`config.mk`:
```
export PLATFORM = sky130hd
export DESIGN_NAME = bb_div
export DESIGN_NICKNAME = d
export VERILOG_FILES = /design/src/hdl/bb_pkg.sv /design/src/hdl/bb_div.sv
export SDC_FILE = /design/constraint.sdc
export NUM_CORES = 1
export LEC_CHECK = 0
export ABC_AREA = 1
export BUFFER_PORTS_ARGS = -buffer_cell sky130_fd_sc_hd__buf_2
export CAP_MARGIN = 40
export CORE_MARGIN = 2
export CORE_UTILIZATION = 41
export CTS_CLUSTER_SIZE = 25
export DETAILED_ROUTE_END_ITERATION = 8
export GPL_TIMING_DRIVEN = 0
export PLACE_DENSITY = 0.67
export SYNTH_ARGS = -nofsm -noshare
export SYNTH_HDL_FRONTEND = slang
export SYNTH_SLANG_ARGS = --single-unit
```
`constraint.sdc`:
```
create_clock -name clk -period 6.4 [get_ports clk]
set_input_delay 1.28 -clock clk [delete_from_list [all_inputs] [get_ports clk]]
set_output_delay 1.28 -clock clk [all_outputs]
set_load 0.1 [all_outputs]
```
`src/hdl/bb_pkg.sv`:
```
// Shared types and constants of the 3x3 RGB box blur.
package bb_pkg;

  localparam int CFG_W     = 11;
  localparam int CFG_IDX_W = 2;
  localparam logic [CFG_IDX_W-1:0] REG_ACTIVE_WIDTH  = 2'd0;
  localparam logic [CFG_IDX_W-1:0] REG_ACTIVE_HEIGHT = 2'd1;

  localparam int ACTIVE_WIDTH_RST  = 800;
  localparam int ACTIVE_HEIGHT_RST = 600;
  localparam int MIN_DIM           = 2;

  localparam int POS_W       = 10;
  localparam int SUM_W       = 12;
  localparam int RECIP_W     = 13;
  localparam int RECIP_SHIFT = 16;
  // floor(s / 9) == (s * 7282) >> 16 for every s up to 9 * 255
  localparam logic [RECIP_W-1:0] RECIP_9 = 13'd7282;
  localparam logic [7:0] ALPHA = 8'hFF;

  localparam int IN_DATA_W  = 24;
  localparam int OUT_DATA_W = 56;

  typedef struct packed {
    logic [7:0] r;
    logic [7:0] g;
    logic [7:0] b;
  } rgb_t;

  typedef struct packed {
    logic [SUM_W-1:0] r;
    logic [SUM_W-1:0] g;
    logic [SUM_W-1:0] b;
  } sum_t;

  typedef struct packed {
    logic             emit;
    logic             normal;
    logic             keep_col1;
    logic             update;
    logic             top_ok;
    logic             mid_ok;
    logic             frame_end;
    logic [POS_W-1:0] col;
    logic [POS_W-1:0] row;
  } ctrl_t;

  typedef struct packed {
    logic             frame_end;
    logic [POS_W-1:0] col;
    logic [POS_W-1:0] row;
  } info_t;

endpackage

```
`src/hdl/bb_div.sv`:
```
// Divide-by-nine by reciprocal multiply, RGBA packing and the output register.
module bb_div import bb_pkg::*; (
  input  logic                  clk,
  input  logic                  rst,
  input  logic                  b_go,
  input  sum_t                  b_sum,
  input  info_t                 b_info,
  input  logic                  m_tready,
  output logic                  m_tvalid,
  output logic [OUT_DATA_W-1:0] m_tdata,
  output logic                  m_tlast,
  output logic                  c_free
);

  localparam int PROD_W = SUM_W + RECIP_W;

  logic [PROD_W-1:0] prod_r;
  logic [PROD_W-1:0] prod_g;
  logic [PROD_W-1:0] prod_b;
  logic [31:0]       word;

  always_comb begin
    prod_r = PROD_W'(b_sum.r) * PROD_W'(RECIP_9);
    prod_g = PROD_W'(b_sum.g) * PROD_W'(RECIP_9);
    prod_b = PROD_W'(b_sum.b) * PROD_W'(RECIP_9);
    word   = {prod_r[RECIP_SHIFT +: 8], prod_g[RECIP_SHIFT +: 8],
              prod_b[RECIP_SHIFT +: 8], ALPHA};
  end

  assign c_free = !m_tvalid || m_tready;

  always_ff @(posedge clk) begin
    if (rst) begin
      m_tvalid <= 1'b0;
    end else if (b_go) begin
      m_tvalid <= 1'b1;
    end else if (m_tready) begin
      m_tvalid <= 1'b0;
    end
  end

  always_ff @(posedge clk) begin
    if (b_go) begin
      m_tdata <= {(OUT_DATA_W - 32 - 2 * POS_W)'(0), b_info.row, b_info.col, word};
      m_tlast <= b_info.frame_end;
    end
  end

endmodule

```
==> metrics <==
fmax=194 MHz; largest net degree at the start of global routing=25; 1st-pass router iterations=4; clock slew at reported path FFs=70 ps; initial antenna violation count=0; Layout Skew=0 ps; met2 Use GR=29.1%; layout cell share with drive strength beyond 1=13.4%; sequential share of the synthesized area=16.0%; GRT Util Overall=17.0%; CP required=6450 ps; Top FF cell, synth=edfxtp_1; Combinational Power Share=83.2%; Non-Filler Instances=1384; Arr. time, crit path=5210 ps; Psw=2.82 mW; flip-flop and latch count after synthesis=46; Skew-Pair Late Insertion Delay=280 ps; mean post-synth cell area=8.68 µm²; hold path depth=2; worst hold slack=492 ps; worst vdd ir=0.411 mV; CTS max path bufs=2; Initial Util=42.1%; CTS H-tree depth=2; total CTS buffers=5; die height=149 µm; Placer Congestion=0.888; unrepaired setup endpoints after global routing=false; met1 Usage GRT=23.7%; dpl cells=1376; cell area after layout=0.00965 mm²; critical-path maximum fanout=4; worst slack, placed=928 ps; setup bufs post-CTS=0; endpoints failing setup=0; Tot Pwr=4.72 mW; DRT Wirelength=17800 µm; CTS Hold Bufs=0; post-synthesis async set-or-reset flop share=0%; mapped cell area=0.00857 mm²; Root Buffer=clkbuf_16; Util after Layout=47.4%; Final Cycle Share=80.7%; CP Capture Type=flop; hold_sp=m_tvalid; DR vias=6533; dpl hpwl=16300 µm; EDFF count, synth=45; Site Rows=52; M3 GR Usage=2.82%; core area=0.0204 mm²; Die Span X=149 µm; vias in the first global route=6651; Final Hold Viols=0; post-cts gate resize count=0; # IOs=120; Switching Share=59.9%; Avg WL per Cell=12.9 µm; class of the worst hold path=flop to flop; antenna viol nets, final=0; Cell Pwr Density=488 mW/mm²; Die ar.=0.0221 mm²; Ant. Diodes=0; number of DRC markers in iteration 0=266; routed vias/inst=4.72; Reg power frac=11.2%; multi-input logic area=0.00629 mm²; Int Pwr=1.89 mW; clock power share=5.6%; max-cap violations=0; reg2reg setup slack=5810 ps; CTS tree=done; reg-to-reg startpoint=m_tvalid; Port-buffer cells=107; Max Slew Vio Count=0; Warnings, synthesis=0; global route total overflow=0; Cell Area, Placed=0.00950 mm²; Synth-to-Final Area Change=12.6%; worst-margin pin slew=527 ps; Worst Hold Endpoint=m_tvalid; CTS sink count=46; status=finished, final reports clean; Reg area=0.00137 mm²; first-pass GRT wire length=30600 µm; CP startpoint kind=primary input; Worst R2R End=m_tvalid; type of the worst setup path=primary input to flop; leakage=5.55 nW; Setup TNS=0 ps; Mapped Cells=988; R2R depth=2; DRC violations left=0; net count reported at finish=1460; Final min period=5170 ps; number of library cell types mapped by synthesis=40; Worst slew margin=65.1%; Fill cells=1994; Setup WS post-layout=1230 ps; busiest grt layer=met2
per-layer routing:
metal / share of wire [%] / vias up
met5: 0 / -
met1: 49 / 3008
li1: - / 3388
met4: 0.26 / 0
met2: 46 / 133
met3: 4.8 / 4
kinds of logic (layout without fill, tap and decap cells):
kind of cell / count (synthesis) / in the layout / share of synthesized area [%]
other: 2 / 12 / 0.0876
buffers and inverters: 242 / 358 / 11.1
XOR/XNOR: 15 / 15 / 1.53
adder cells (fa/ha/maj): 286 / 286 / 49.4
AO/OA/AOI/OAI: 88 / 88 / 6.16
flip-flops: 46 / 46 / 16.0
AND/OR/NAND/NOR: 309 / 309 / 15.7
state kept, by name, summed over array words and instances, names as in the netlist:
| signal | count |
|---|---|
| m_tlast | 1 |
| m_tvalid | 1 |
| m_tdata | 44 |
final cells by class:
type | count | area share (%)
Timing Repair Buffer | 108 | 5.75
Clock inverter | 3 | 0.259
Tap cell | 270 | 3.50
Multi-Input combinational cell | 710 | 65.1
Sequential cell | 46 | 14.2
Buffer | 12 | 0.933
Clock buffer | 5 | 1.30
Inverter | 230 | 8.94
power by group through the flow:
| stage | clock network [mW] | logic [mW] | registers, mW |
|---|---|---|---|
| global route | 0.296 | 4.46 | 0.537 |
| global placement | 0 | 3.89 | 0.535 |
| floorplan | 0 | 2.47 | 1.17 |
| detailed placement | 0 | 3.91 | 0.530 |
| finish | 0.265 | 3.92 | 0.527 |
| CTS | 0.281 | 3.95 | 0.528 |
synth_stat cells, types with 9 or more instances:
cell	n	area (µm²)
inv_1	223	837
ha_1	199	2490
nand2_1	188	706
fa_1	87	1740
nor2_1	46	173
edfxtp_1	45	1350
a21oi_1	41	205
nand3_1	40	200
buf_4	12	90.1
o21bai_1	12	90.1
xor2_1	12	105
nand4_1	10	62.6
a21o_1	9	67.6
o21ai_1	9	45.0
how the worst max path moves through the flow:
| stage | cells after the start | to | slack, ps | startpoint |
|---|---|---|---|---|
| after global routing | 19 | m_tdata[28] | 840 | b_sum[31] |
| after CTS | 19 | m_tdata[28] | 1230 | b_sum[31] |
| final | 19 | m_tdata[12] | 1230 | b_sum[1] |
| after global placement | 19 | m_tdata[28] | 950 | b_sum[31] |
| after floorplan | 19 | m_tdata[20] | 1340 | b_sum[13] |
| after detailed placement | 19 | m_tdata[12] | 930 | b_sum[1] |
layout by cell type (no fill, tap or decap), types with 2 or more instances in the layout:
master and instances:
nand4_1 10, nand3_1 40, a21boi_0 2, nor2_1 46, nor4_1 3, clkbuf_16 5, a21boi_1 3, nor3_1 3
conb_1 12, xor2_1 12, ha_1 199, inv_2 6, inv_1 223, or2_1 4, nor3_2 5, fa_1 87
xnor2_1 3, edfxtp_1 45, nor2_2 2, buf_2 107, o21ai_1 9, o21bai_1 12, o21ai_0 2, a21o_1 9
a21oi_1 41, o21a_1 4, buf_4 12, a31oi_1 3, nand2_1 188
critical path: stages:
cell and delay [ps]:
buf_2 110, inv_1 60, fa_1 530, inv_1 60, ha_1 320, inv_1 70, fa_1 500, inv_1 50
fa_1 490, inv_1 60, fa_1 540, inv_1 40, ha_1 330, a21oi_1 230, o21ai_1 150, a21boi_1 220
nand2_1 70, nand2_1 50, nand2_1 50
Note: power is estimated with default switching activity, not from simulation.
