===== src/hdl/bb_pkg.sv =====
// Shared types and constants of the 3x3 RGB box blur.
package bb_pkg;

  localparam int CFG_W     = 11;
  localparam int CFG_IDX_W = 2;
  localparam logic [CFG_IDX_W-1:0] REG_ACTIVE_WIDTH  = 2'd0;
  localparam logic [CFG_IDX_W-1:0] REG_ACTIVE_HEIGHT = 2'd1;

  localparam int ACTIVE_WIDTH_RST  = 800;
  localparam int ACTIVE_HEIGHT_RST = 600;
  localparam int MIN_DIM           = 2;

  localparam int POS_W       = 10;
  localparam int SUM_W       = 12;
  localparam int RECIP_W     = 13;
  localparam int RECIP_SHIFT = 16;
  // floor(s / 9) == (s * 7282) >> 16 for every s up to 9 * 255
  localparam logic [RECIP_W-1:0] RECIP_9 = 13'd7282;
  localparam logic [7:0] ALPHA = 8'hFF;

  localparam int IN_DATA_W  = 24;
  localparam int OUT_DATA_W = 56;

  typedef struct packed {
    logic [7:0] r;
    logic [7:0] g;
    logic [7:0] b;
  } rgb_t;

  typedef struct packed {
    logic [SUM_W-1:0] r;
    logic [SUM_W-1:0] g;
    logic [SUM_W-1:0] b;
  } sum_t;

  typedef struct packed {
    logic             emit;
    logic             normal;
    logic             keep_col1;
    logic             update;
    logic             top_ok;
    logic             mid_ok;
    logic             frame_end;
    logic [POS_W-1:0] col;
    logic [POS_W-1:0] row;
  } ctrl_t;

  typedef struct packed {
    logic             frame_end;
    logic [POS_W-1:0] col;
    logic [POS_W-1:0] row;
  } info_t;

endpackage


===== src/hdl/bb_ctrl.sv =====
// Raster position counters, frame-size registers and the input stage register.
module bb_ctrl import bb_pkg::*; #(
  parameter int MAX_WIDTH  = 1024,
  parameter int MAX_HEIGHT = 1024,
  localparam int CW = $clog2(MAX_WIDTH),
  localparam int WW = CW + 1,
  localparam int RW = $clog2(MAX_HEIGHT + 3)
) (
  input  logic                 clk,
  input  logic                 rst,
  input  logic                 cfg_valid,
  output logic                 cfg_ready,
  input  logic [CFG_IDX_W-1:0] cfg_index,
  input  logic [CFG_W-1:0]     cfg_data,
  input  logic                 accept,
  input  logic                 cmd,
  input  rgb_t                 pix_in,
  input  logic                 a_go,
  output logic [CW-1:0]        rd_addr,
  output logic                 a_valid,
  output ctrl_t                a_ctrl,
  output logic [CW-1:0]        a_addr,
  output rgb_t                 a_pix
);

  localparam int W_RST = (ACTIVE_WIDTH_RST > MAX_WIDTH) ? MAX_WIDTH : ACTIVE_WIDTH_RST;
  localparam int H_RST = (ACTIVE_HEIGHT_RST > MAX_HEIGHT) ? MAX_HEIGHT : ACTIVE_HEIGHT_RST;

  logic [CW-1:0] in_col;
  logic [RW-1:0] in_row;
  logic [WW-1:0] width;
  logic [RW-1:0] height;

  logic [WW-1:0] width_next;
  logic [RW-1:0] height_next;
  logic [CW-1:0] c;
  logic [WW-1:0] c_inc;
  logic          in_frame;
  logic          ignore;
  logic          left;
  logic          last;
  ctrl_t         ctrl;
  rgb_t          pix;

  assign cfg_ready = 1'b1;

  always_comb begin
    if (cfg_data < CFG_W'(MIN_DIM)) begin
      width_next  = WW'(MIN_DIM);
      height_next = RW'(MIN_DIM);
    end else begin
      width_next  = (32'(cfg_data) > 32'(MAX_WIDTH)) ? WW'(MAX_WIDTH) : WW'(cfg_data);
      height_next = (32'(cfg_data) > 32'(MAX_HEIGHT)) ? RW'(MAX_HEIGHT) : RW'(cfg_data);
    end
  end

  always_comb begin
    c        = (WW'(in_col) >= width) ? '0 : in_col;
    c_inc    = WW'(c) + WW'(1);
    in_frame = in_row < height;
    ignore   = cmd && in_frame;
    left     = (c == '0) && (in_row >= RW'(2));
    last     = left && (in_row == height + RW'(1));
    pix      = in_frame ? pix_in : '0;

    ctrl.normal    = (c != '0) && (in_row != '0);
    ctrl.emit      = left || ctrl.normal;
    ctrl.keep_col1 = left || (c != CW'(1));
    ctrl.update    = !last;
    ctrl.top_ok    = (in_row >= RW'(2)) && (in_row < height + RW'(2));
    ctrl.mid_ok    = (in_row != '0) && (in_row < height + RW'(1));
    ctrl.frame_end = last;
    ctrl.col       = left ? POS_W'(width - WW'(1)) : POS_W'(WW'(c) - WW'(1));
    ctrl.row       = left ? POS_W'(in_row - RW'(2)) : POS_W'(in_row - RW'(1));
  end

  assign rd_addr = c;

  always_ff @(posedge clk) begin
    if (rst) begin
      in_col  <= '0;
      in_row  <= '0;
      width   <= WW'(W_RST);
      height  <= RW'(H_RST);
      a_valid <= 1'b0;
    end else begin
      if (cfg_valid) begin
        unique case (cfg_index)
          REG_ACTIVE_WIDTH: begin
            width  <= width_next;
            in_col <= '0;
            in_row <= '0;
          end
          REG_ACTIVE_HEIGHT: begin
            height <= height_next;
            in_col <= '0;
            in_row <= '0;
          end
          default: ;
        endcase
      end else if (accept && !ignore) begin
        if (last) begin
          in_col <= '0;
          in_row <= '0;
        end else if (c_inc >= width) begin
          in_col <= '0;
          in_row <= in_row + RW'(1);
        end else begin
          in_col <= CW'(c_inc);
        end
      end
      if (accept) begin
        a_valid <= !ignore;
      end else if (a_go) begin
        a_valid <= 1'b0;
      end
    end
  end

  always_ff @(posedge clk) begin
    if (accept) begin
      a_ctrl <= ctrl;
      a_addr <= c;
      a_pix  <= pix;
    end
  end

endmodule


===== config.mk =====
export PLATFORM = sky130hd
export DESIGN_NAME = bb_ctrl
export DESIGN_NICKNAME = d
export VERILOG_FILES = /design/src/hdl/bb_pkg.sv /design/src/hdl/bb_ctrl.sv
export SDC_FILE = /design/constraint.sdc
export NUM_CORES = 1
export LEC_CHECK = 0
export ABC_AREA = 0
export BUFFER_PORTS_ARGS = -buffer_cell sky130_fd_sc_hd__buf_2
export CELL_PAD_IN_SITES_DETAIL_PLACEMENT = 0
export CELL_PAD_IN_SITES_GLOBAL_PLACEMENT = 1
export CORE_UTILIZATION = 31
export DETAILED_ROUTE_END_ITERATION = 16
export GPL_ROUTABILITY_DRIVEN = 0
export HOLD_SLACK_MARGIN = 0.06
export PLACE_DENSITY_LB_ADDON = 0.1
export SLEW_MARGIN = 20
export SYNTH_ARGS = -nofsm -noshare
export SYNTH_HDL_FRONTEND = slang
export SYNTH_SLANG_ARGS = --single-unit

===== constraint.sdc =====
create_clock -name clk -period 5.7 [get_ports clk]
set_clock_uncertainty 0.15 [all_clocks]
set_input_delay 0.285 -clock clk [delete_from_list [all_inputs] [get_ports clk]]
set_output_delay 0.285 -clock clk [all_outputs]
set_load 0.03 [all_outputs]

==> metrics.md, run 1 <==
| Metric | Value |
|---|---|
| Result of the run | `completed` |
| Slowest Stage Delay on Critical Path | `around 0.53 ns` |
| DRC Markers | `0` |
| Lkg Pwr | `between 0.003 and 0.004 uW` |
| Vertical die dimension | `147 um` |
| Final Slew Violations | `0` |
| Startpoint kind of the worst setup timing path | `flip-flop` |
| Remaining number of nets flagged by the antenna check after routing | `0` |
| Leading cell types by total area after synthesis | `sky130_fd_sc_hd__edfxtp_1 28%, sky130_fd_sc_hd__dfxtp_1 14%, sky130_fd_sc_hd__ha_1 13%` |
| Dpl ws | `~0.47 ns` |
| Routed vias/inst | `approximately 5.0` |
| Simple-gate share of the synthesized area | `a little over a fifth` |
| Die footprint | `around 0.022 mm^2` |
| Startpoint-to-endpoint class of the critical path | `flip-flop to flip-flop` |
| Count of distinct cell types in the synthesized netlist | `59` |
| Fraction of registers with async set/reset | `0%` |
| Share of cell area taken by muxes after synthesis | `less than 1%` |
| Average instance area after synthesis | `roughly 9.5 um^2` |
| Number of warnings reported in the yosys synthesis log | `0` |
| Detailed-placement wirelength estimate | `about 14000 um` |
| Most common cell after layout, fill and taps aside | `sky130_fd_sc_hd__buf_2` |
| P&R area growth vs syn | `19.5%` |
| Primary flip-flop cell chosen by synthesis mapping | `sky130_fd_sc_hd__edfxtp_1` |
| Yosys top cell by area | `sky130_fd_sc_hd__edfxtp_1` |
| Cells along the critical path | `ha_1, a211o_1, o211ai_1, a31oi_2, nor2_1, nand2_1, inv_1, ha_1, nand4_1, nor2_1, xnor2_1, nor2_1, ha_1, a211oi_1, nand2_1, a2111oi_0, o31a_1, or2_2, nor2_2, a221o_1` |
| Maximum clock frequency | `0.192 GHz` |
| Number of nets at the end of the flow | `slightly above 900` |
| Part of the Yosys area used for sequential elements | `a little over two fifths` |
| DR WL/cell | `16.9 um` |
| Post-cts repair resize count | `0` |
| Biggest fanout along the worst timing path | `10` |
| Routed wl met3 | `~840 um` |
| WP buf/inv | `1` |
| DRC marker count from the first detailed-route iteration | `between 200 and 300` |
| Slew at the pin with the worst max-slew slack | `between 0.7 and 0.8 ns` |
| Kind of end point of the critical path | `flip-flop` |
| Slowest library cell on the worst path | `sky130_fd_sc_hd__dfxtp_1` |
| Share of post-route cells with drive strength above 1 | `19.1%` |
| Minimum period implied by the final worst setup slack | `approximately 5.2 ns` |
| Maximum number of pins on one net before global-route repair | `63` |
| Hold Path End | `a_pix[0]` |
| Total of flip-flops plus latches after synthesis | `about 110` |
| Antenna violations before repair | `0` |
| Worst Reg-to-Reg Cells | `20` |
| Period Utilization, post-route | `between 90% and 100%` |
| Count of maximum capacitance violations | `0` |
| Starting Density | `roughly a third` |
| Remaining Overflow, GRT | `0` |
| Post-CTS setup buffer count | `0` |
| Unrepaired setup endpoints after global routing | `false` |
| Total met2 wirelength after detailed routing | `roughly 7800 um` |
| Number of cells on the worst hold path | `2` |
| Via count of the first global-routing pass | `between 5000 and 6000` |
| Min-delay src | `pix_in[0]` |
| Antenna diode count | `0` |
| Path type of the worst min-delay path | `input port to flip-flop` |
| Power density cells | `212 mW/mm^2` |
| Most frequent cells in the layout | `114 x sky130_fd_sc_hd__buf_2, 66 x sky130_fd_sc_hd__ha_1, 61 x sky130_fd_sc_hd__edfxtp_1, 54 x sky130_fd_sc_hd__nor2_1, 48 x sky130_fd_sc_hd__inv_1` |
| H-tree Lvls | `3` |
| Setup tns final | `0 ns` |
| CTS Buffer Depth | `2` |
| Top Metal Used | `met4` |
| Boundary Pins | `116` |
| R2r setup slk | `between 0.4 and 0.5 ns` |
| Clock root buffer | `sky130_fd_sc_hd__clkbuf_16` |
| Clock transition at the register clock pins on the worst setup and hold paths after CTS | `around 0.08 ns` |
| Number of synthesized flops with an enable pin | `slightly above 60` |
| Std-Cell Rows | `52` |
| Wire length of the first global-routing pass | `28600 um` |
| Setup Viol. Count Final | `0` |
| Worst reg2reg path startpoint | `in_col[4]` |
| IR Drop Worst-Case VDD | `~0.12 mV` |
| Num CTS Buffers | `9` |
| Final Power | `~1600 uW` |
| Synthesized area | `between 0.006 and 0.007 mm^2` |
| Overall via count from detail_route | `about 5400` |
| Total count of hold-check failures in the final report | `0` |
| Worst slew slack as a fraction of its limit | `about 47%` |
| Combinational family with the most area after synthesis | `simple AND/OR/NAND/NOR gates` |
| Crit path max-delay family | `compound AO/OA/AOI/OAI gates` |
| Routed wire length | `18200 um` |
| Gr usage total | `around 17%` |
| WL met1 | `a little over 9000 um` |
| Post-synthesis adder-cell area fraction | `between 10% and 20%` |
| Clock tree from TritonCTS | `done` |
| CP Data Required Time | `5.79 ns` |
| Count of buffers inserted at the top-level ports | `approximately 110` |
| Data arrival time of the critical path | `between 5 and 6 ns` |
| Synth Area in Compound Gates | `12.3%` |
| Synthesized netlist cell count | `684` |
| Overall die width | `approximately 150 um` |
| Share of the synthesized area in the top cell type | `about 28%` |
| Xor/xnor cell area share of the yosys netlist | `between 6 and 7%` |
| First-pass iteration count of the detailed router | `4` |
| Post-Syn Nets | `793` |
| Core outline area | `between 0.02 and 0.025 mm^2` |
| Worst setup slack after layout | `around 0.5 ns` |
| Clk_lat worst skew | `around 0.35 ns` |
| Capture instance of the worst register-to-register path | `in_row[10]` |
| Clock Sink Count | `roughly 110` |
-- worst register-to-register path, stage by stage (launching register included) --
cell	delay [ns]
sky130_fd_sc_hd__dfxtp_1	0.53
sky130_fd_sc_hd__ha_1	0.32
sky130_fd_sc_hd__a211o_1	0.29
sky130_fd_sc_hd__o211ai_1	0.10
sky130_fd_sc_hd__a31oi_2	0.18
sky130_fd_sc_hd__nor2_1	0.28
sky130_fd_sc_hd__nand2_1	0.16
sky130_fd_sc_hd__inv_1	0.19
sky130_fd_sc_hd__ha_1	0.25
sky130_fd_sc_hd__nand4_1	0.15
sky130_fd_sc_hd__nor2_1	0.16
sky130_fd_sc_hd__xnor2_1	0.08
sky130_fd_sc_hd__nor2_1	0.18
sky130_fd_sc_hd__ha_1	0.30
sky130_fd_sc_hd__a211oi_1	0.25
sky130_fd_sc_hd__nand2_1	0.12
sky130_fd_sc_hd__a2111oi_0	0.42
sky130_fd_sc_hd__o31a_1	0.36
sky130_fd_sc_hd__or2_2	0.21
sky130_fd_sc_hd__nor2_2	0.08
sky130_fd_sc_hd__a221o_1	0.34
-- per-stage QoR --
stage | instances | utilization (%) | hold slack, ns | instance area, um^2
after floorplan | 684 | - | 0.247 | 6520
after global routing | 1076 | 38.1 | 0.0622 | 7790
after global placement | 1045 | 36.0 | 0.299 | 7350
final | 1076 | 38.1 | 0.0670 | 7790
after CTS | 1076 | 38.1 | 0.0612 | 7780
after detailed placement | 1045 | 36.0 | 0.302 | 7350
-- worst max path at each step --
stage / from / endpoint / depth (start not counted)
after detailed placement: in_col[5] / in_row[10] / 20
after CTS: in_col[5] / in_row[10] / 20
after global routing: in_col[5] / in_row[10] / 20
after global placement: in_col[4] / in_row[5] / 20
after floorplan: width[4] / in_col[2] / 21
final: in_col[4] / in_row[10] / 20
-- cell usage after synthesis, types with 4 or more instances --
library cell	count
sky130_fd_sc_hd__ha_1	66
sky130_fd_sc_hd__edfxtp_1	61
sky130_fd_sc_hd__nor2_1	55
sky130_fd_sc_hd__inv_1	48
sky130_fd_sc_hd__a21oi_1	46
sky130_fd_sc_hd__nand2_1	46
sky130_fd_sc_hd__dfxtp_1	44
sky130_fd_sc_hd__xnor2_1	37
sky130_fd_sc_hd__nand3_1	31
sky130_fd_sc_hd__and2_1	29
sky130_fd_sc_hd__nand4_1	20
sky130_fd_sc_hd__clkbuf_1	19
sky130_fd_sc_hd__nor3_1	17
sky130_fd_sc_hd__nand2b_1	12
sky130_fd_sc_hd__and3_1	11
sky130_fd_sc_hd__o21ai_0	11
sky130_fd_sc_hd__xor2_1	11
sky130_fd_sc_hd__nor4_1	9
sky130_fd_sc_hd__a21o_1	7
sky130_fd_sc_hd__a221o_1	7
sky130_fd_sc_hd__buf_2	7
sky130_fd_sc_hd__o211ai_1	7
sky130_fd_sc_hd__o31a_1	6
sky130_fd_sc_hd__or3_1	6
sky130_fd_sc_hd__a211oi_1	5
sky130_fd_sc_hd__a311o_1	5
sky130_fd_sc_hd__nand3b_1	5
sky130_fd_sc_hd__or2_2	5
sky130_fd_sc_hd__a211o_1	4
sky130_fd_sc_hd__mux2i_1	4
sky130_fd_sc_hd__o21a_1	4
sky130_fd_sc_hd__o31ai_1	4
-- per-layer routing --
layer | global-route usage [%] | vias up
li1 | - | 2692
met1 | 24.0 | 2526
met2 | 26.4 | 140
met3 | 2.86 | 28
met4 | 6.34 | 0
met5 | 0 | -
-- registers in the layout (all words and copies together) (netlist names) --
signal / cells
a_pix: 24
height: 11
width: 11
a_addr: 10
in_row: 11
a_valid: 1
a_ctrl: 27
in_col: 10
-- kinds of logic (layout without fill, tap and decap cells) --
group,Yosys count,count (layout)
buf+inv,79,201
fa+ha+maj,66,66
other cells,1,1
flops,105,105
simple gates,262,262
compound gates,117,117
mux,6,6
xor+xnor,48,48
-- final cells by class --
cell class                      instances  area [um^2]
Fill cell                            2118        12600
Multi-Input combinational cell        500         3490
Sequential cell                       105         2710
Timing Repair Buffer                  137          781
Tap cell                              270          338
Clock buffer                            9          225
Inverter                               48          180
Clock inverter                          7         60.1
-- repair_timing --
action | 4_1_cts | 5_1_grt
hold buffers | 15 | 0
endpoints found under the setup margin | 0 | 0
hold endpoints to repair | 15 | 0
-- report_power, final --
group	internal, uW	switching [uW]	total, uW
Sequential	827	10.7	837
Combinational	69.8	129	199
Clock	305	306	611
No activity file was read; power rests on OpenSTA's default activity.
==> run 2: changes to the inputs <==
Settings changed: RECOVER_POWER set to 25, REMOVE_ABC_BUFFERS set to 1.
==> metrics.md, run 2 (synthesis results as in run 1) <==
| Metric | Value |
|---|---|
| P&R area growth vs syn | `20.8%` |
| Slowest library cell on the worst path | `sky130_fd_sc_hd__dfxtp_1` |
| Antenna diode count | `0` |
| Maximum clock frequency | `0.190 GHz` |
| Power density cells | `between 200 and 250 mW/mm^2` |
| Setup tns final | `0 ns` |
| Power share of the sequential group | `roughly half` |
| Worst slew slack as a fraction of its limit | `-123%` |
| IR Drop Worst-Case VDD | `between 0.1 and 0.15 mV` |
| Path type of the worst min-delay path | `input port to flip-flop` |
| Overall via count from detail_route | `5356` |
| Number of nets at the end of the flow | `919` |
| Detailed-placement wirelength estimate | `between 10000 and 15000 um` |
| Slew at the pin with the worst max-slew slack | `3.35 ns` |
| Kind of end point of the critical path | `flip-flop` |
| Top flop regs | `a_ctrl x27, a_pix x24` |
| Post-route cell area | `0.00787 mm^2` |
| Slowest Stage Delay on Critical Path | `0.60 ns` |
| Utilization of the core after routing | `38.5%` |
| Net Sw Power | `between 400 and 500 uW` |
| Share of total power in the clock network | `37.3%` |
| Startpoint kind of the worst setup timing path | `flip-flop` |
| Register ranked first by flip-flop count | `a_ctrl` |
| Vertical die dimension | `147 um` |
| Lkg Pwr | `about 0.0033 uW` |
| Remaining Overflow, GRT | `0` |
| Gr usage total | `between 10% and 20%` |
| Cells along the critical path | `ha_1, nand4b_1, nor3_1, o21bai_1, nor2_1, nand2_1, inv_1, ha_1, nand4_1, nor2_1, xnor2_1, nor2_1, ha_1, a211oi_1, nand2_1, a2111oi_0, o31a_1, buf_4, nand3_1, o32ai_1` |
| DR WL/cell | `17.0 um` |
| Num CTS Buffers | `9` |
| Wire length of the first global-routing pass | `approximately 29000 um` |
| Max FFs per register | `27` |
| Routed wire length | `~18000 um` |
| Clock root buffer | `sky130_fd_sc_hd__clkbuf_16` |
| Routed vias/inst | `roughly 5` |
| Std-Cell Rows | `52` |
| Crit path max-delay family | `simple AND/OR/NAND/NOR gates` |
| Core outline area | `0.0204 mm^2` |
| Total count of hold-check failures in the final report | `0` |
| Antenna violations before repair | `0` |
| Minimum period implied by the final worst setup slack | `around 5.3 ns` |
| CP Data Required Time | `5.81 ns` |
| Die footprint | `about 0.022 mm^2` |
| Most common cell after layout, fill and taps aside | `sky130_fd_sc_hd__buf_2` |
| Total cell area at the placement stage | `between 0.007 and 0.008 mm^2` |
| Net switching share of the total power | `between 20% and 30%` |
| Unrepaired setup endpoints after global routing | `false` |
| Share of post-route cells with drive strength above 1 | `between 10% and 20%` |
| Clock tree from TritonCTS | `done` |
| Clk_lat worst skew | `0.36 ns` |
| WP buf/inv | `2` |
| Violated checks | `capacitance limit, slew limit` |
| Count of buffers inserted at the top-level ports | `roughly 110` |
| Startpoint-to-endpoint class of the critical path | `flip-flop to flip-flop` |
| Clock Sink Count | `105` |
| Final Slew Violations | `63` |
| Boundary Pins | `approximately 120` |
| Data arrival time of the critical path | `between 5 and 6 ns` |
| First-pass iteration count of the detailed router | `4` |
| Count of maximum capacitance violations | `1` |
| DRC marker count from the first detailed-route iteration | `between 200 and 250` |
| Remaining number of nets flagged by the antenna check after routing | `0` |
| Overall die width | `147 um` |
| Post-CTS setup buffer count | `0` |
| Biggest fanout along the worst timing path | `11` |
| DRC Markers | `0` |
| Internal power summed over all cells | `approximately 1200 uW` |
| Starting Density | `about a third` |
| Result of the run | `finished with violations` |
| Maximum number of pins on one net before global-route repair | `63` |
| H-tree Lvls | `3` |
| Via count of the first global-routing pass | `between 5000 and 6000` |
| Setup Viol. Count Final | `0` |
| Clock transition at the register clock pins on the worst setup and hold paths after CTS | `approximately 0.080 ns` |
| Period Utilization, post-route | `between 90% and 100%` |
| Gate power share | `about 12%` |
| CTS Buffer Depth | `2` |
| Most frequent cells in the layout | `112 x sky130_fd_sc_hd__buf_2, 66 x sky130_fd_sc_hd__ha_1, 61 x sky130_fd_sc_hd__edfxtp_1, 54 x sky130_fd_sc_hd__nor2_1, 48 x sky130_fd_sc_hd__inv_1` |
run 2: cell types whose count changed in the layout (fill, tap and decap cells not counted):
cell                            previous run  this run
sky130_fd_sc_hd__nor3_1                   15        16
sky130_fd_sc_hd__clkinv_1                  1         0
sky130_fd_sc_hd__clkinv_8                  0         1
sky130_fd_sc_hd__nor3_2                    3         2
sky130_fd_sc_hd__clkbuf_1                  0         4
sky130_fd_sc_hd__inv_8                     2         1
sky130_fd_sc_hd__dlygate4sd3_1            15        23
sky130_fd_sc_hd__inv_6                     1         2
sky130_fd_sc_hd__buf_2                   114       112
sky130_fd_sc_hd__clkinv_4                  2         1
run 2: power groups by stage:
stage / Clock, uW / Combinational [uW] / Sequential, uW
CTS: 639 / 206 / 837
detailed placement: 0 / 192 / 854
global placement: 0 / 193 / 854
finish: 618 / 203 / 838
floorplan: 0 / 76.8 / 891
global route: 667 / 222 / 841
run 2: routing by layer:
layer  up-vias  GRT usage [%]  share of wire, %
met5         -              0                 0
met4         0           3.61              0.82
met3         9           4.32               5.2
met2       137           27.4                45
met1      2507           23.9                49
li1       2703              -                 -
run 2: timing repair:
item                      CTS  global route
gates resized for setup     0             0
hold buffers               23             0
hold endpoints to repair   23             0
run 2: tightest hold or removal path: stages:
cell	delay (ns)
sky130_fd_sc_hd__buf_2	0.12
sky130_fd_sc_hd__nand3_1	0.07
sky130_fd_sc_hd__a21oi_1	0.05
run 2: path summary, 6_finish.rpt:
path | start | end | slack [ns] | cells after the start
worst min register to register | height[5] | height[5] | 0.31 | 2
worst max-delay path | in_col[9] | in_col[2] | 0.45 | 20
worst min-delay path | cfg_data[4] | width[4] | 0.06 | 3
worst max register to register | in_col[9] | in_col[2] | 0.45 | 20
run 2: metrics by stage:
| stage | instances | worst slack [ns] | power (uW) | hold WS (ns) |
|---|---|---|---|---|
| 6_report | 1085 | 0.449 | 1660 | 0.0646 |
| 5_1_grt | 1085 | 0.0233 | 1730 | 0.0639 |
| 4_1_cts | 1085 | 0.480 | 1680 | 0.0622 |
| 3_5_place_dp | 1046 | 0.566 | 1050 | 0.302 |
| 3_3_place_gp | 1046 | 0.666 | 1050 | 0.299 |
| 2_1_floorplan | 653 | 0.876 | 968 | 0.204 |
run 2: cell type report:
cell class / count / area [um^2]
Fill cell: 2092 / 12600
Multi-Input combinational cell: 500 / 3490
Tap cell: 270 / 338
Sequential cell: 105 / 2710
Clock inverter: 6 / 61.3
Inverter: 48 / 180
Clock buffer: 10 / 229
Timing Repair Buffer: 146 / 862
