`config.mk`:
```
export PLATFORM = sky130hd
export DESIGN_NAME = bb_window
export DESIGN_NICKNAME = d
export VERILOG_FILES = /design/src/hdl/bb_pkg.sv /design/src/hdl/bb_window.sv
export SDC_FILE = /design/constraint.sdc
export NUM_CORES = 1
export LEC_CHECK = 0
export ABC_CLOCK_PERIOD_IN_PS = 11800
export BUFFER_PORTS_ARGS = -buffer_cell sky130_fd_sc_hd__clkbuf_2
export CORE_MARGIN = 4
export CORE_UTILIZATION = 50
export CTS_BUF_LIST = sky130_fd_sc_hd__clkbuf_2
export CTS_CLUSTER_DIAMETER = 200
export CTS_CLUSTER_SIZE = 20
export DETAILED_ROUTE_END_ITERATION = 7
export GPL_TIMING_DRIVEN = 0
export HOLD_SLACK_MARGIN = 0.02
export PLACE_DENSITY_LB_ADDON = 0.3
export SYNTH_ARGS = -nofsm -noshare
export SYNTH_HDL_FRONTEND = slang
export SYNTH_SLANG_ARGS = --single-unit
```
`constraint.sdc`:
```
create_clock -name clk -period 11.8 [get_ports clk]
set_input_delay 1.18 -clock clk [delete_from_list [all_inputs] [get_ports clk]]
set_output_delay 1.18 -clock clk [all_outputs]
set_load 0.03 [all_outputs]
```
`src/hdl/bb_pkg.sv`:
```
// Shared types and constants of the 3x3 RGB box blur.
package bb_pkg;

  localparam int CFG_W     = 11;
  localparam int CFG_IDX_W = 2;
  localparam logic [CFG_IDX_W-1:0] REG_ACTIVE_WIDTH  = 2'd0;
  localparam logic [CFG_IDX_W-1:0] REG_ACTIVE_HEIGHT = 2'd1;

  localparam int ACTIVE_WIDTH_RST  = 800;
  localparam int ACTIVE_HEIGHT_RST = 600;
  localparam int MIN_DIM           = 2;

  localparam int POS_W       = 10;
  localparam int SUM_W       = 12;
  localparam int RECIP_W     = 13;
  localparam int RECIP_SHIFT = 16;
  // floor(s / 9) == (s * 7282) >> 16 for every s up to 9 * 255
  localparam logic [RECIP_W-1:0] RECIP_9 = 13'd7282;
  localparam logic [7:0] ALPHA = 8'hFF;

  localparam int IN_DATA_W  = 24;
  localparam int OUT_DATA_W = 56;

  typedef struct packed {
    logic [7:0] r;
    logic [7:0] g;
    logic [7:0] b;
  } rgb_t;

  typedef struct packed {
    logic [SUM_W-1:0] r;
    logic [SUM_W-1:0] g;
    logic [SUM_W-1:0] b;
  } sum_t;

  typedef struct packed {
    logic             emit;
    logic             normal;
    logic             keep_col1;
    logic             update;
    logic             top_ok;
    logic             mid_ok;
    logic             frame_end;
    logic [POS_W-1:0] col;
    logic [POS_W-1:0] row;
  } ctrl_t;

  typedef struct packed {
    logic             frame_end;
    logic [POS_W-1:0] col;
    logic [POS_W-1:0] row;
  } info_t;

endpackage

```
`src/hdl/bb_window.sv`:
```
// 3x3 window columns and the per-channel neighbourhood sum stage.
module bb_window import bb_pkg::*; (
  input  logic  clk,
  input  logic  rst,
  input  logic  a_go,
  input  ctrl_t a_ctrl,
  input  rgb_t  a_pix,
  input  rgb_t  up_q,
  input  rgb_t  mid_q,
  input  logic  b_go,
  output logic  b_valid,
  output sum_t  b_sum,
  output info_t b_info
);

  typedef struct packed {
    rgb_t top;
    rgb_t mid;
    rgb_t bot;
  } col_t;

  col_t col1;
  col_t col2;
  col_t new_col;
  sum_t s1;
  sum_t s2;
  sum_t s3;
  sum_t sum;

  function automatic sum_t col_sum(col_t cv);
    sum_t s;
    s.r = SUM_W'(cv.top.r) + SUM_W'(cv.mid.r) + SUM_W'(cv.bot.r);
    s.g = SUM_W'(cv.top.g) + SUM_W'(cv.mid.g) + SUM_W'(cv.bot.g);
    s.b = SUM_W'(cv.top.b) + SUM_W'(cv.mid.b) + SUM_W'(cv.bot.b);
    return s;
  endfunction

  always_comb begin
    new_col.top = a_ctrl.top_ok ? up_q : '0;
    new_col.mid = a_ctrl.mid_ok ? mid_q : '0;
    new_col.bot = a_pix;
    s1 = a_ctrl.keep_col1 ? col_sum(col1) : '0;
    s2 = col_sum(col2);
    s3 = a_ctrl.normal ? col_sum(new_col) : '0;
    sum.r = s1.r + s2.r + s3.r;
    sum.g = s1.g + s2.g + s3.g;
    sum.b = s1.b + s2.b + s3.b;
  end

  always_ff @(posedge clk) begin
    if (a_go && a_ctrl.update) begin
      col1 <= col2;
      col2 <= new_col;
    end
  end

  always_ff @(posedge clk) begin
    if (rst) begin
      b_valid <= 1'b0;
    end else if (a_go && a_ctrl.emit) begin
      b_valid <= 1'b1;
    end else if (b_go) begin
      b_valid <= 1'b0;
    end
  end

  always_ff @(posedge clk) begin
    if (a_go && a_ctrl.emit) begin
      b_sum            <= sum;
      b_info.frame_end <= a_ctrl.frame_end;
      b_info.col       <= a_ctrl.col;
      b_info.row       <= a_ctrl.row;
    end
  end

endmodule

```
==> results.sh, run 1 <==
export IMPL_wl_per_cell_um=17.3
export IMPL_drt_pass1_iterations=5
export IMPL_fmax_mhz=172
export IMPL_vias=7755
export IMPL_postSynthCellCount=979
export IMPL_maxSlewViolCount=0
export IMPL_placed_cell_area_sq_um=14100
export IMPL_worst_slack_ns=5.98
export IMPL_start_util_pct=51.0
export IMPL_clk_latency_ns=0.75
export IMPL_ys_flop_type="edfxtp_1"
export IMPL_routabilityCongestion=0.859
export IMPL_syn_cell_area_sq_um=12900
export IMPL_cp_end_kind="flop"
export IMPL_grt_pass1_vias=7870
export IMPL_ys_seq_area_share_pct=47.0
export IMPL_dp_cells=1469
export IMPL_h_tree_depth=1
export IMPL_cts_hold_buffers_added=0
export IMPL_utilization_pct=56.5
export IMPL_mostFrequentLayoutCells="edfxtp_1, clkbuf_2, inv_1, fa_1, ha_1"
export IMPL_final_common_cell="edfxtp_1"
export IMPL_rsz0062_at_grt="no"
export IMPL_place_ws_ns=5.11
export IMPL_fin_setup_tns_ns=0
export IMPL_fp_coreArea_sq_um=25300
export IMPL_min_period_over_period_pct=49.3
export IMPL_synth_area_leader_cell="edfxtp_1"
export IMPL_status="completed"
export IMPL_path_clk_slew_ns=0.35
export IMPL_worstSetupStartpointType="input pin"
export IMPL_synth_compound_area_share_pct=6.58
export IMPL_die_h_um=169
export IMPL_die_w_um=169
export IMPL_crit_path_max_incr_delay_ns=0.73
export IMPL_numCtsBuffers=14
export IMPL_stdcell_count=1493
export IMPL_setup_viol=0
export IMPL_crit_path_top_delay_cell="clkbuf_1"
export IMPL_timing_slew_headroom_pct=35.8
export IMPL_cts_setup_buffers=0
export IMPL_grt_max_degree=76
export IMPL_dp_final_hpwl_um=19900
export IMPL_pin_count=161
export IMPL_tritoncts="yes"
export IMPL_path_cells="clkbuf_2 > clkbuf_1 > nand2_1 > fa_1 > inv_1 > ha_1 > inv_1 > fa_1 > nor2b_1 > o21a_1 > o21ai_1 > a21oi_1 > fa_1 > ha_1 > ha_1 > a21oi_2 > nand2_1 > or3_1 > o221ai_2 > xnor2_1"
export IMPL_fin_crit_ns=5.82
export IMPL_initialDrtViolationCount=509
export IMPL_synth_edff_count=201
export IMPL_syn_area_per_cell_sq_um=13.2
export IMPL_async_reset_ff_share_pct=0
export IMPL_skew_ns=0.0953
export IMPL_drive_gt1_share_pct=16.8
export IMPL_total_power_mw=2.44
export IMPL_dieArea_sq_um=28400
export IMPL_clock_sinks=202
export IMPL_synth_top_family_by_area="adder cells"
export IMPL_yosys_top_cells_area="edfxtp_1, fa_1, ha_1"
export IMPL_synthMuxAreaShare_pct=0.155
export IMPL_synthDistinctLibCells=46
export IMPL_track_usage_pct=18.4
export IMPL_synth_fa_ha_area_share_pct=29.2
export IMPL_rows=58
export IMPL_hold_class="flop to flop"
export IMPL_routed_via_density=5.19
export IMPL_powerDensity_nw_per_um2=171
export IMPL_synth_simple_area_share_pct=9.95
export IMPL_crit_fanout=10
export IMPL_antenna_found_initial=2
export IMPL_root_buffer="clkbuf_2"
export IMPL_area_delta_synth_final_pct=10.6
export IMPL_synth_xor_area_share_pct=2.92
export IMPL_port_buffers=159
export IMPL_ys_seq_elements=202
export IMPL_cts_buffer_depth=3
export IMPL_finalHoldViolCount=0
export IMPL_overflow=0
export IMPL_design_area_sq_um=14300
export IMPL_peakVddDrop_v=0.000103
export IMPL_drc=0
export IMPL_power_leakage_nw=6.10
export IMPL_syn_nets=1307
export IMPL_cts_resized=0
export IMPL_required_ns=12.40
export IMPL_tightest_slew_ns=0.963
export IMPL_wl_um=25800
export IMPL_hold_ws_ns=0.439
export IMPL_crit_family="adder cells"
export IMPL_cp_data_arrival_time_ns=6.42
export IMPL_critPathKind="input pin to flop"
export IMPL_grt_first_pass_wirelength_um=41100
export IMPL_ant_nets=0
export IMPL_synth_warnings=0
export IMPL_maxCapViolCount=0
export IMPL_path_buf_inv=4
export IMPL_final_nets=1483
export IMPL_synth_top_area_share_pct=46.8
[cells in the mapped netlist (3+ instances only)]
master	number
a211o_1	6
a211oi_1	11
a21o_1	10
a21oi_1	30
a31oi_1	3
and2_1	61
and3_1	5
buf_2	3
clkbuf_1	9
edfxtp_1	201
fa_1	126
ha_1	99
inv_1	132
nand2_1	46
nand2b_1	21
nand3_1	31
nand3b_1	4
nand4_1	3
nor2_1	18
nor2b_1	14
nor3_1	19
nor4_1	4
nor4b_1	4
o211ai_1	4
o21a_1	10
o21ai_0	24
o21ai_1	5
o21bai_1	4
o311a_1	3
o311ai_0	3
or3_1	5
xnor2_1	32
xor2_1	11
[final cells by class]
type                    count  area [sq um]
fillers                  2101         11000
clock buffers              20           100
plain buffers              12          48.8
diodes                      3          7.51
well taps                 330           413
inverters                 132           495
repair buffers            160           823
clock inverters             1          20.0
flip-flops and latches    202          6060
multi-input cells         633          6290
[worst reg2reg max path, cell delays in order, from the launching register on]
cell and delay, ns:
edfxtp_1 0.49, fa_1 0.56, ha_1 0.19, inv_1 0.08
fa_1 0.46, nor2b_1 0.15, o21a_1 0.15, o21ai_1 0.13
o311a_1 0.37, fa_1 0.51, fa_1 0.49, inv_1 0.04
ha_1 0.35, and3_1 0.23, o31ai_1 0.20, a21oi_1 0.09
xor2_1 0.15
[state kept, by name, indices dropped and copies added (netlist names)]
signal   flops
col1        72
col2        72
b_sum       36
b_info      21
b_valid      1
[cell families after synthesis]
group                    count (synthesis)
multiplexers                             2
AO/OA/AOI/OAI                          125
XOR/XNOR                                43
buffers and inverters                  144
adder cells (fa/ha/maj)                225
flip-flops                             202
AND/OR/NAND/NOR                        238
[report_power, final]
group          total, mW  internal, mW  switching, mW
sequential         0.965         0.936         0.0297
clock              0.265        0.0481          0.217
combinational       1.21         0.495          0.719
[path summary, 6_finish.rpt]
kind                            from             endpoint  slack (ns)  cells past startpoint
hold / removal    col2[54]$_DFFE_PP_   col1[54]$_DFFE_PP_        0.44                      0
setup / recovery          a_ctrl[21]  b_sum[35]$_DFFE_PP_        5.98                     20
hold reg to reg   col2[54]$_DFFE_PP_   col1[54]$_DFFE_PP_        0.44                      0
setup reg to reg   col1[1]$_DFFE_PP_  b_sum[11]$_DFFE_PP_        6.97                     16
[metal layers]
layer	part of all wire (%)	wire length (um)	vias up	GRT usage, %
met2	46	12000	235	29.3
met1	46	11800	3747	27.5
met3	5.8	1490	31	2.36
li1	-	-	3740	-
met5	0.077	20	-	0
met4	2.2	566	2	4.13
(Power assumes the default switching activity.)
==> run 2: changes to the inputs <==
Settings changed: ABC_CLOCK_PERIOD_IN_PS 11800 to 5910.
Clock period 11.8 ns to 5.91 ns, I/O delays scaled along.
==> results.sh, run 2 (same netlist as run 1, synthesis figures left out) <==
export IMPL_status="completed"
export IMPL_rr_endpoint="b_sum[11]$_DFFE_PP_"
export IMPL_fin_crit_ns=5.23
export IMPL_multi_input_area_sq_um=6290
export IMPL_track_usage_pct=18.7
export IMPL_clock_sinks=202
export IMPL_ff_latch_area_sq_um=6060
export IMPL_cp_end_kind="flop"
export IMPL_setup_viol=0
export IMPL_numCtsBuffers=14
export IMPL_worstSetupStartpointType="input pin"
export IMPL_hold_class="input pin to flop"
export IMPL_power_leakage_nw=6.32
export IMPL_grt_pass1_vias=8121
export IMPL_root_buffer="clkbuf_2"
export IMPL_dp_final_hpwl_um=19900
export IMPL_grt_max_degree=76
export IMPL_fp_coreArea_sq_um=25300
export IMPL_cts_hold_buffers_added=48
export IMPL_grt_use_met1_pct=27.9
export IMPL_min_period_over_period_pct=88.6
export IMPL_cts_buffer_depth=3
export IMPL_grt_first_pass_wirelength_um=42000
export IMPL_h_tree_depth=1
export IMPL_routed_via_density=5.11
export IMPL_rows=58
export IMPL_die_h_um=169
export IMPL_path_cells="clkbuf_2 > clkbuf_1 > nand2_1 > fa_1 > inv_1 > ha_1 > inv_1 > fa_1 > nor2b_1 > o21a_1 > o21ai_1 > a21oi_1 > fa_1 > ha_1 > ha_1 > a21oi_2 > nand2_1 > or3_1 > o221ai_2 > xnor2_1"
export IMPL_powerDensity_nw_per_um2=333
export IMPL_path_clk_slew_ns=0.38
export IMPL_area_delta_synth_final_pct=14.6
export IMPL_r2r_start="col1[1]$_DFFE_PP_"
export IMPL_wl_per_cell_um=17.0
export IMPL_clk_latency_ns=0.80
export IMPL_cp_data_arrival_time_ns=5.83
export IMPL_r2r_slack_ns=1.07
export IMPL_largest_registers="col1 x72, col2 x72, b_sum x36"
export IMPL_start_util_pct=51.0
export IMPL_maxSlewViolCount=0
export IMPL_drc=0
export IMPL_port_buffers=159
export IMPL_fmax_mhz=191
export IMPL_worst_r2r_cell_count=16
export IMPL_crit_fanout=10
export IMPL_maxCapViolCount=0
export IMPL_crit_path_max_incr_delay_ns=0.72
export IMPL_dieArea_sq_um=28400
export IMPL_initialDrtViolationCount=467
export IMPL_required_ns=6.51
export IMPL_final_common_cell="edfxtp_1"
export IMPL_rsz0062_at_grt="no"
export IMPL_crit_path_top_delay_cell="clkbuf_1"
export IMPL_routabilityCongestion=0.859
export IMPL_use_met3_pct=2.15
export IMPL_total_power_mw=4.91
export IMPL_crit_path_start="a_ctrl[21]"
export IMPL_vias=7888
export IMPL_whs_endpoint="col2[46]$_DFFE_PP_"
export IMPL_pin_count=161
export IMPL_drt_pass1_iterations=5
export IMPL_drive_gt1_share_pct=16.1
export IMPL_fin_setup_tns_ns=0
export IMPL_peakVddDrop_v=0.000210
export IMPL_ant_nets=0
export IMPL_grtUsageMet2_pct=30.2
export IMPL_antenna_found_initial=2
export IMPL_tritoncts="yes"
export IMPL_wl_um=26300
export IMPL_final_nets=1534
export IMPL_mostFrequentLayoutCells="edfxtp_1, clkbuf_2, inv_1, fa_1, ha_1"
export IMPL_skew_ns=0.0872
export IMPL_critPathKind="input pin to flop"
export IMPL_grt_busiest_layer="met2"
export IMPL_cts_setup_buffers=0
export IMPL_finalHoldViolCount=0
export IMPL_fillers=2057
export IMPL_die_w_um=169
export IMPL_cts_resized=0
export IMPL_overflow=0
export IMPL_timing_slew_headroom_pct=34.0
export IMPL_min_path_cells=2
export IMPL_tightest_slew_ns=0.990
export IMPL_worstHoldStart="mid_q[22]"
[run 2: cell types whose count changed in the layout (fill, tap and decap cells not counted), sizes merged]
cell         before  now
diode             3    2
dlygate4sd3       0   51
[run 2: per-layer routing]
layer | part of all wire, % | vias up
li1 | - | 3836
met2 | 47 | 221
met4 | 2.4 | 0
met1 | 45 | 3797
met3 | 5.3 | 34
met5 | 0 | -
[run 2: final cells by class]
| cell class | instances | area share (%) |
|---|---|---|
| clock inverter | 1 | 0.136 |
| sequential | 202 | 41.0 |
| antenna | 2 | 0.0339 |
| buffer | 12 | 0.330 |
| timing repair buffer | 211 | 9.03 |
| multi-input combinational | 633 | 42.6 |
| clock buffer | 20 | 0.678 |
| inverter | 132 | 3.36 |
| tap | 330 | 2.80 |
[run 2: critical path, delay by kind of cell]
kind | cells | cell delay, ns
buffers and inverters | 4 | 1.11
XOR/XNOR | 1 | 0.09
AND/OR/NAND/NOR | 4 | 0.75
AO/OA/AOI/OAI | 5 | 0.96
adder cells (fa/ha/maj) | 6 | 2.32
[run 2: power by group]
group | switching (mW) | internal [mW]
Sequential | 0.0600 | 1.87
Clock | 0.432 | 0.0962
Combinational | 1.44 | 1.01
Total | 1.94 | 2.98
[run 2: worst max-delay path by stage]
| stage | slack, ns | to |
|---|---|---|
| 6_report | 0.68 | b_sum[35]$_DFFE_PP_ |
| 5_1_grt | 0.40 | b_sum[35]$_DFFE_PP_ |
| 4_1_cts | 0.76 | b_sum[35]$_DFFE_PP_ |
| 3_5_place_dp | -0.19 | b_sum[35]$_DFFE_PP_ |
| 3_3_place_gp | -0.13 | b_sum[35]$_DFFE_PP_ |
| 2_1_floorplan | 1.20 | b_sum[11]$_DFFE_PP_ |
[run 2: per-stage QoR]
step	instance area, sq um	utilization (%)	std cells	hold slack (ns)	setup WS [ns]
5_1_grt	14800	58.5	1543	0.0250	0.398
6_report	14800	58.5	1543	0.0990	0.675
3_3_place_gp	14100	55.8	1468	0.453	-0.135
2_1_floorplan	12900	-	979	0.448	1.20
4_1_cts	14700	58.3	1538	0.0239	0.761
3_5_place_dp	14100	56.0	1469	0.457	-0.189
==> run 3: changes to the inputs <==
==> constraint.sdc (replaced) <==
create_clock -name clk -period 5.91 [get_ports clk]
set_input_delay 1.182 -clock clk [delete_from_list [all_inputs] [get_ports clk]]
set_output_delay 1.182 -clock clk [all_outputs]
set_load 0.03 [all_outputs]
==> results.sh, run 3 (same netlist as run 1, synthesis figures left out) <==
export IMPL_timing_slew_headroom_pct=37.9
export IMPL_final_common_cell="edfxtp_1"
export IMPL_mostFrequentLayoutCells="edfxtp_1, clkbuf_2, inv_1, fa_1, ha_1"
export IMPL_cts_buffer_depth=3
export IMPL_drc=0
export IMPL_dieArea_sq_um=28400
export IMPL_worstHoldStart="col2[54]$_DFFE_PP_"
export IMPL_h_tree_depth=1
export IMPL_rr_endpoint="b_sum[11]$_DFFE_PP_"
export IMPL_ant_nets=0
export IMPL_numCtsBuffers=14
export IMPL_wl_um=25800
export IMPL_worstSetupStartpointType="input pin"
export IMPL_cp_end_kind="flop"
export IMPL_antenna_found_initial=2
export IMPL_maxSlewViolCount=0
export IMPL_total_power_mw=4.88
export IMPL_crit_path_top_delay_cell="clkbuf_1"
export IMPL_vias=7772
export IMPL_path_cells="clkbuf_2 > clkbuf_1 > and2_1 > fa_1 > ha_1 > a211oi_1 > o21ai_0 > nand3_1 > xnor2_1 > and2_1 > ha_1 > fa_1 > ha_1 > ha_1 > a21oi_1 > nand2_1 > o31ai_1 > a21oi_1 > xor2_1"
export IMPL_path_clk_slew_ns=0.38
export IMPL_peakVddDrop_v=0.000206
export IMPL_finalHoldViolCount=0
export IMPL_grt_max_degree=76
export IMPL_power_leakage_nw=6.11
export IMPL_grt_pass1_vias=7870
export IMPL_crit_path_max_incr_delay_ns=0.72
export IMPL_place_ws_ns=-0.780
export IMPL_critPathKind="input pin to flop"
export IMPL_drt_pass1_iterations=5
export IMPL_min_period_over_period_pct=95.1
export IMPL_dp_final_hpwl_um=19900
export IMPL_root_buffer="clkbuf_2"
export IMPL_largest_registers="col1 x72, col2 x72, b_sum x36"
export IMPL_crit_fanout=10
export IMPL_setup_viol=0
export IMPL_powerDensity_nw_per_um2=342
export IMPL_area_delta_synth_final_pct=10.6
export IMPL_initialDrtViolationCount=516
export IMPL_required_ns=6.54
export IMPL_overflow=0
export IMPL_track_usage_pct=18.4
export IMPL_worst_r2r_cell_count=16
export IMPL_routed_via_density=5.21
export IMPL_cts_hold_buffers_added=0
export IMPL_pin_count=161
export IMPL_whs_endpoint="col1[54]$_DFFE_PP_"
export IMPL_port_buffers=159
export IMPL_fin_setup_tns_ns=0
export IMPL_final_nets=1483
export IMPL_rows=58
export IMPL_fmax_mhz=178
export IMPL_wl_per_cell_um=17.3
export IMPL_cp_data_arrival_time_ns=6.25
export IMPL_fp_coreArea_sq_um=25300
export IMPL_dp_cells=1469
export IMPL_skew_ns=0.0947
export IMPL_min_path_cells=0
export IMPL_crit_path_frequent_cell="ha_1"
export IMPL_die_w_um=169
export IMPL_die_h_um=169
export IMPL_routabilityCongestion=0.859
export IMPL_status="completed"
export IMPL_clock_sinks=202
export IMPL_rsz0062_at_grt="no"
export IMPL_start_util_pct=51.0
export IMPL_fin_crit_ns=5.62
export IMPL_clk_latency_ns=0.75
export IMPL_r2r_slack_ns=1.08
export IMPL_drive_gt1_share_pct=17.0
export IMPL_r2r_start="col1[1]$_DFFE_PP_"
export IMPL_maxCapViolCount=0
export IMPL_stdcell_count=1493
export IMPL_hold_class="flop to flop"
export IMPL_utilization_pct=56.5
export IMPL_tritoncts="yes"
export IMPL_grt_first_pass_wirelength_um=41100
export IMPL_tightest_slew_ns=0.931
export IMPL_worst_slack_ns=0.289
-- run 3: cell types whose count changed in the layout (fill, tap and decap cells not counted), sizes merged --
cell and delta:
dlygate4sd3 -51, diode +1
-- run 3: through the flow --
stage	instance area [sq um]	hold WS [ns]
after global placement	14100	0.453
after CTS	14200	0.421
after global routing	14300	0.401
after floorplan	12900	0.448
after detailed placement	14100	0.457
final	14300	0.441
-- run 3: how the worst max path moves through the flow --
stage	startpoint	end	slack, ns
floorplan	a_ctrl[21]	b_sum[11]$_DFFE_PP_	0.61
global placement	a_ctrl[21]	b_sum[35]$_DFFE_PP_	-0.73
detailed placement	a_ctrl[21]	b_sum[35]$_DFFE_PP_	-0.78
CTS	a_ctrl[21]	b_sum[35]$_DFFE_PP_	0.17
global route	a_ctrl[22]	b_sum[23]$_DFFE_PP_	0.04
finish	a_ctrl[22]	b_sum[23]$_DFFE_PP_	0.29
-- run 3: critical path: cells and delay by family --
| family | cells | cell delay [ns] |
|---|---|---|
| fa+ha+maj | 6 | 2.08 |
| compound gates | 5 | 1.18 |
| buf+inv | 2 | 0.90 |
| simple gates | 4 | 0.67 |
| xor+xnor | 2 | 0.22 |
-- run 3: final cells by class --
type | instances | area [sq um]
fillers | 2101 | 11000
multi-input cells | 633 | 6290
flip-flops and latches | 202 | 6060
repair buffers | 160 | 823
inverters | 132 | 495
well taps | 330 | 413
clock buffers | 20 | 100
plain buffers | 12 | 51.3
clock inverters | 1 | 20.0
diodes | 3 | 7.51
-- run 3: layer usage --
metal | GRT usage, % | part of all wire [%] | vias to the layer above
met3 | 2.36 | 6.0 | 31
met1 | 27.5 | 45 | 3760
li1 | - | - | 3741
met5 | 0 | 0.078 | -
met2 | 29.3 | 46 | 238
met4 | 4.13 | 2.2 | 2
-- run 3: timing repair --
item                                    4_1_cts  5_1_grt
endpoints found under the setup margin        0        3
setup buffers                                 0        0
resized for setup                             0        6
-- run 3: report_power, final --
part	total, mW	internal [mW]	leakage (nW)	switching (mW)
clock network	0.530	0.0961	0.0929	0.434
logic	2.42	0.989	4.17	1.43
registers	1.93	1.87	1.84	0.0593
total	4.88	2.95	6.11	1.93
